`config.mk`:
```
export PLATFORM = sky130hd
export DESIGN_NAME = aes_keysched
export DESIGN_NICKNAME = d
export VERILOG_FILES = /design/src/aes_pkg.sv /design/src/aes_keysched.sv
export SDC_FILE = /design/constraint.sdc
export NUM_CORES = 2
export LEC_CHECK = 0
export ABC_AREA = 1
export BUFFER_PORTS_ARGS = -buffer_cell sky130_fd_sc_hd__buf_2
export CAP_MARGIN = 10
export CORE_MARGIN = 10
export CORE_UTILIZATION = 40
export CTS_CLUSTER_DIAMETER = 150
export DETAILED_ROUTE_END_ITERATION = 6
export GPL_TIMING_DRIVEN = 1
export SLEW_MARGIN = 20
export SYNTH_ARGS = -nofsm -noshare
export SYNTH_HDL_FRONTEND = slang
export SYNTH_SLANG_ARGS = --single-unit
```
`constraint.sdc`:
```
create_clock -name i_clk -period 27.8 [get_ports i_clk]
set_input_delay 4.17 -clock i_clk [delete_from_list [all_inputs] [get_ports i_clk]]
set_output_delay 4.17 -clock i_clk [all_outputs]
set_load 0.02 [all_outputs]
```
`src/aes_pkg.sv`:
```
package aes_pkg;

    localparam int NUM_ROUNDS = 10;
    localparam int RK_AW      = 4;

    localparam logic [7:0] GF_REDUCE = 8'h1B;

    localparam logic CMD_ENC = 1'b0;
    localparam logic CMD_DEC = 1'b1;

    localparam logic REG_KEY_UPPER = 1'b0;
    localparam logic REG_KEY_LOWER = 1'b1;

    typedef struct packed {
        logic        command;
        logic [63:0] block_upper;
        logic [63:0] block_lower;
    } t_in;

    typedef struct packed {
        logic [63:0] out_upper;
        logic [63:0] out_lower;
    } t_out;

    typedef enum logic [1:0] {
        ST_IDLE,
        ST_ROUND,
        ST_DONE
    } t_state;

    // Byte x sits at bits [2047-8x -: 8].
    localparam logic [2047:0] SBOX_BITS = {
        128'h637c777bf26b6fc53001672bfed7ab76,
        128'hca82c97dfa5947f0add4a2af9ca472c0,
        128'hb7fd9326363ff7cc34a5e5f171d83115,
        128'h04c723c31896059a071280e2eb27b275,
        128'h09832c1a1b6e5aa0523bd6b329e32f84,
        128'h53d100ed20fcb15b6acbbe394a4c58cf,
        128'hd0efaafb434d338545f9027f503c9fa8,
        128'h51a3408f929d38f5bcb6da2110fff3d2,
        128'hcd0c13ec5f974417c4a77e3d645d1973,
        128'h60814fdc222a908846eeb814de5e0bdb,
        128'he0323a0a4906245cc2d3ac629195e479,
        128'he7c8376d8dd54ea96c56f4ea657aae08,
        128'hba78252e1ca6b4c6e8dd741f4bbd8b8a,
        128'h703eb5664803f60e613557b986c11d9e,
        128'he1f8981169d98e949b1e87e9ce5528df,
        128'h8ca1890dbfe6426841992d0fb054bb16
    };

    localparam logic [2047:0] RSBOX_BITS = {
        128'h52096ad53036a538bf40a39e81f3d7fb,
        128'h7ce339829b2fff87348e4344c4dee9cb,
        128'h547b9432a6c2233dee4c950b42fac34e,
        128'h082ea16628d924b2765ba2496d8bd125,
        128'h72f8f66486689816d4a45ccc5d65b692,
        128'h6c704850fdedb9da5e154657a78d9d84,
        128'h90d8ab008cbcd30af7e45805b8b34506,
        128'hd02c1e8fca3f0f02c1afbd0301138a6b,
        128'h3a9111414f67dcea97f2cfcef0b4e673,
        128'h96ac7422e7ad3585e2f937e81c75df6e,
        128'h47f11a711d29c5896fb7620eaa18be1b,
        128'hfc563e4bc6d279209adbc0fe78cd5af4,
        128'h1fdda8338807c731b11210592780ec5f,
        128'h60517fa919b54a0d2de57a9f93c99cef,
        128'ha0e03b4dae2af5b0c8ebbb3c83539961,
        128'h172b047eba77d626e169146355210c7d
    };

    function automatic logic [7:0] sbox(input logic [7:0] x);
        return SBOX_BITS[11'd2047 - {x, 3'b000} -: 8];
    endfunction

    function automatic logic [7:0] rsbox(input logic [7:0] x);
        return RSBOX_BITS[11'd2047 - {x, 3'b000} -: 8];
    endfunction

    function automatic logic [7:0] xtime(input logic [7:0] b);
        return {b[6:0], 1'b0} ^ (b[7] ? GF_REDUCE : 8'h00);
    endfunction

    function automatic logic [7:0] rcon(input logic [RK_AW-1:0] j);
        logic [7:0] v;
        case (j)
            4'd1:    v = 8'h01;
            4'd2:    v = 8'h02;
            4'd3:    v = 8'h04;
            4'd4:    v = 8'h08;
            4'd5:    v = 8'h10;
            4'd6:    v = 8'h20;
            4'd7:    v = 8'h40;
            4'd8:    v = 8'h80;
            4'd9:    v = 8'h1b;
            4'd10:   v = 8'h36;
            default: v = 8'h00;
        endcase
        return v;
    endfunction

endpackage

```
`src/aes_keysched.sv`:
```
module aes_keysched (
    input  logic                        i_clk,
    input  logic                        i_rst_n,
    input  logic                        i_start,
    input  logic [127:0]                i_key,
    input  logic [aes_pkg::RK_AW-1:0]   i_rd_addr,
    output logic [127:0]                o_rd_data,
    output logic                        o_busy
);
    import aes_pkg::*;

    logic [127:0]     rk_mem [0:NUM_ROUNDS];
    logic [127:0]     r_rd_data;
    logic [127:0]     r_kx;
    logic [127:0]     n_kx;
    logic [RK_AW-1:0] r_cnt;
    logic             r_busy;
    logic [31:0]      rot;
    logic [31:0]      t;

    always_comb begin
        rot = {r_kx[23:0], r_kx[31:24]};
        t = {sbox(rot[31:24]) ^ rcon(r_cnt + 4'd1), sbox(rot[23:16]),
             sbox(rot[15:8]), sbox(rot[7:0])};
        n_kx[127:96] = r_kx[127:96] ^ t;
        n_kx[95:64]  = r_kx[95:64]  ^ n_kx[127:96];
        n_kx[63:32]  = r_kx[63:32]  ^ n_kx[95:64];
        n_kx[31:0]   = r_kx[31:0]   ^ n_kx[63:32];
    end

    always_ff @(posedge i_clk) begin
        if (!i_rst_n) begin
            r_busy <= 1'b1;
            r_cnt  <= '0;
            r_kx   <= '0;
        end else if (i_start) begin
            r_busy <= 1'b1;
            r_cnt  <= '0;
            r_kx   <= i_key;
        end else if (r_busy) begin
            r_kx  <= n_kx;
            r_cnt <= r_cnt + 4'd1;
            if (r_cnt == RK_AW'(NUM_ROUNDS)) begin
                r_busy <= 1'b0;
            end
        end
    end

    always_ff @(posedge i_clk) begin
        if (i_rst_n && !i_start && r_busy) begin
            rk_mem[r_cnt] <= r_kx;
        end
        r_rd_data <= rk_mem[i_rd_addr];
    end

    assign o_rd_data = r_rd_data;
    assign o_busy    = r_busy;

endmodule

```
==> impl_metrics.toml <==
[setup_path]
crit_fanout = 199
critical_path_class = "in2reg"
cp_data_arrival_time_ns = 8.61
cp_num_buf_inv = 5
path_delay_family = "buffers and inverters"
start_kind = "primary input"
cpPeakStageDelay_ns = 0.81
path_common_cell = "o21ai_0"
cp.required_ns = 28.55
cp-end-kind = "register"
crit_chain = "buf_8 -> inv_8 -> buf_4 -> buf_12 -> buf_4 -> o21ai_0 -> o221ai_1 -> o21ai_0 -> o21ai_0"
cp_slowest_cell = "buf_4"

[timing]
fin_setup_tns_ns = 0
period_share = 0.2829
rsz0062_at_grt = "no"
period_needed_ns = 7.864
finalSetupViolations = 0
finClkSkew_ns = 0.07367
maxSlewHeadroom = 0.2102
hold_slack_ns = 0.4609
slew_violations = 0
final_hold_viol_count = 0
max_freq_ghz = 0.1272
worst_pin_slew_ns = 1.185

[grt]
met1_usage = 0.3586
use_met2 = 0.4010
antenna_found_initial = 10
grt_max_degree = 200
grtUsageMet3 = 0.04467
grt_pass1_wl_um = 402700
grt-busiest-layer = "met2"
first_global_vias = 56282
track_usage = 0.2633
grt.overflow.total = 0

[detailed_routing]
ant_nets = 0
routed_wl_um = 283000
num_vias = 60806
drtIter0Drc = 7960
viasPerCell = 5.961
firstDrtPassIters = 7
drc = 0
wl_per_cell_um = 27.74

[final_layout]
stdcell_count = 10200
fin_util = 0.4490
drive_gt1_frac = 0.09532
design_area_um2 = 84420
num-nets-final = 7757
multi_input_area_um2 = 24980
n_fill_cell = 17683
regArea_um2 = 47530
area_delta_synth_final_pct = 11.56

[cts]
ctsHoldBuffers = 0
clk_latency_ns = 0.85
htree_levels = 4
cts_tree = "built"
cts.path.max_buffers = 3
path_clk_slew_ns = 0.06
clockRootBuffer = "clkbuf_16"
cts_made_buffers = 166
post_cts_resized = 0
cts_sinks = 1669
cts_setup_buffers = 0

[floorplan]
die_area_um2 = 207000
pin_count = 264
die_x_um = 454.9
initial_utilization = 0.4025
num_rows = 159
die_y_um = 454.9
fp.coreArea_um2 = 188000

[yosys]
synth_edf_count = 1408
yosysTopAreaCellShare = 0.5588
yosysWarnings = 0
synth_xor_xnor_area_share = 0.0009095
netlist_area_um2 = 75670
synth-simple-area-share = 0.1867
synth-compound-area-share = 0.1308
ys_seq_area_frac = 0.6278
async_reset_ff_frac = 0
synth_seq_cells = 1669
yosys.area.top_type = "edfxtp_1"
synthMostInstantiatedCell = "nand2_1"
syn-num-nets = 7735
avgSynthCellArea_um2 = 10.04
ys.flop_type = "edfxtp_1"
synthTopCellsByArea = "edfxtp_1, nand2_1, nand3_1"
netlist_instances = 7536
synth.mux.area_fraction = 0
yosysUniqueCellTypes = 46
synth_top_family_by_area = "simple AND/OR/NAND/NOR gates"
yosys.area_share.adder = 0.01068
synthTopCellsByCount = "nand2_1, edfxtp_1, nand3_1"

[power]
p_per_area_nw_per_um2 = 84.03
ir_drop_mv = 0.05247
leakagePower_nw = 30.43

[run_status]
status = "finished clean"

[placed_design]
dp_hpwl_um = 178200
gp_congestion = 0.9332
place_area_um2 = 78890
port_buffers = 263
place_inst = 9885

[worst_hold_path]
hold_class = "reg2reg"

[job]
cap_violations = 0
[per-layer routing]
metal	routed length [um]	vias up	part of all wire
met5	27	-	0.000095
met4	17490	4	0.062
met3	23750	603	0.084
met2	125600	3116	0.44
met1	116100	29905	0.41
li1	-	27178	-
[final cells by class]
cell class	count	area share
diodes	5	0.0001482
clock buffers	234	0.05365
clock inverters	76	0.01168
inverters	261	0.01199
multi-input cells	5088	0.2959
flip-flops and latches	1669	0.5630
well taps	2495	0.03698
repair buffers	372	0.02669
[per-stage QoR]
step | power (W) | setup slack, ns
floorplan | 0.004118 | 13.37
global placement | 0.004820 | 19.38
detailed placement | 0.004815 | 19.34
CTS | 0.007061 | 20.17
global route | 0.007353 | 19.76
finish | 0.007093 | 19.94
[sequential cells by signal (all words and copies together), names as in the netlist]
register	count
o_busy	1
o_rd_data	128
r_cnt	4
r_kx	128
rk_mem	1408
[final timing paths]
kind | cells past startpoint | endpoint | slack [ns] | start
max | 9 | o_rd_data[30] | 19.94 | i_rd_addr[0]
min | 2 | o_rd_data[54] | 0.46 | rk_mem[10][54]
max reg2reg | 16 | r_kx[5] | 23.17 | r_kx[24]
min reg2reg | 2 | o_rd_data[54] | 0.46 | rk_mem[10][54]
[report_power, final]
| part | total, W | switching (W) | internal, W |
|---|---|---|---|
| Sequential | 0.00308 | 0.000190 | 0.00289 |
| Combinational | 0.00175 | 0.00131 | 0.000443 |
| Clock | 0.00227 | 0.000990 | 0.00128 |
[cell families (layout without fill, tap and decap cells)]
logic type                 after synthesis  count (layout)
AOI/OAI and AO/OA                     1706            1706
DFF                                   1669            1669
other                                    0               5
adders and majority gates               64              64
and+or+nand+nor                       3311            3311
xor gates and xnor gates                 7               7
buffers and inverters                  779             943
[tightest hold or removal path: stages, from the launching register on]
cell and delay [ns]:
edfxtp_1 0.32, o211ai_1 0.07, o21ai_0 0.06
[placed cells by master, fill, tap and decap left out, types with 11 or more instances in the layout]
master,n
nand2_1,1411
edfxtp_1,1408
nand3_1,1045
o21ai_0,895
nor2_1,715
buf_2,258
dfxtp_1,249
inv_1,231
o211ai_1,192
a21oi_1,183
clkbuf_16,166
o22ai_1,133
o221ai_1,109
buf_4,103
a31oi_1,86
ha_1,63
clkbuf_1,56
a22oi_1,47
o21ai_1,32
nand2_2,28
nand3b_1,27
clkinv_1,25
clkinv_2,24
or2_2,20
a211oi_1,19
nand4_1,18
nor2_2,16
inv_2,15
clkbuf_8,14
bufinv_16,13
nor3_2,11
Power figures use the tool's default switching activity.
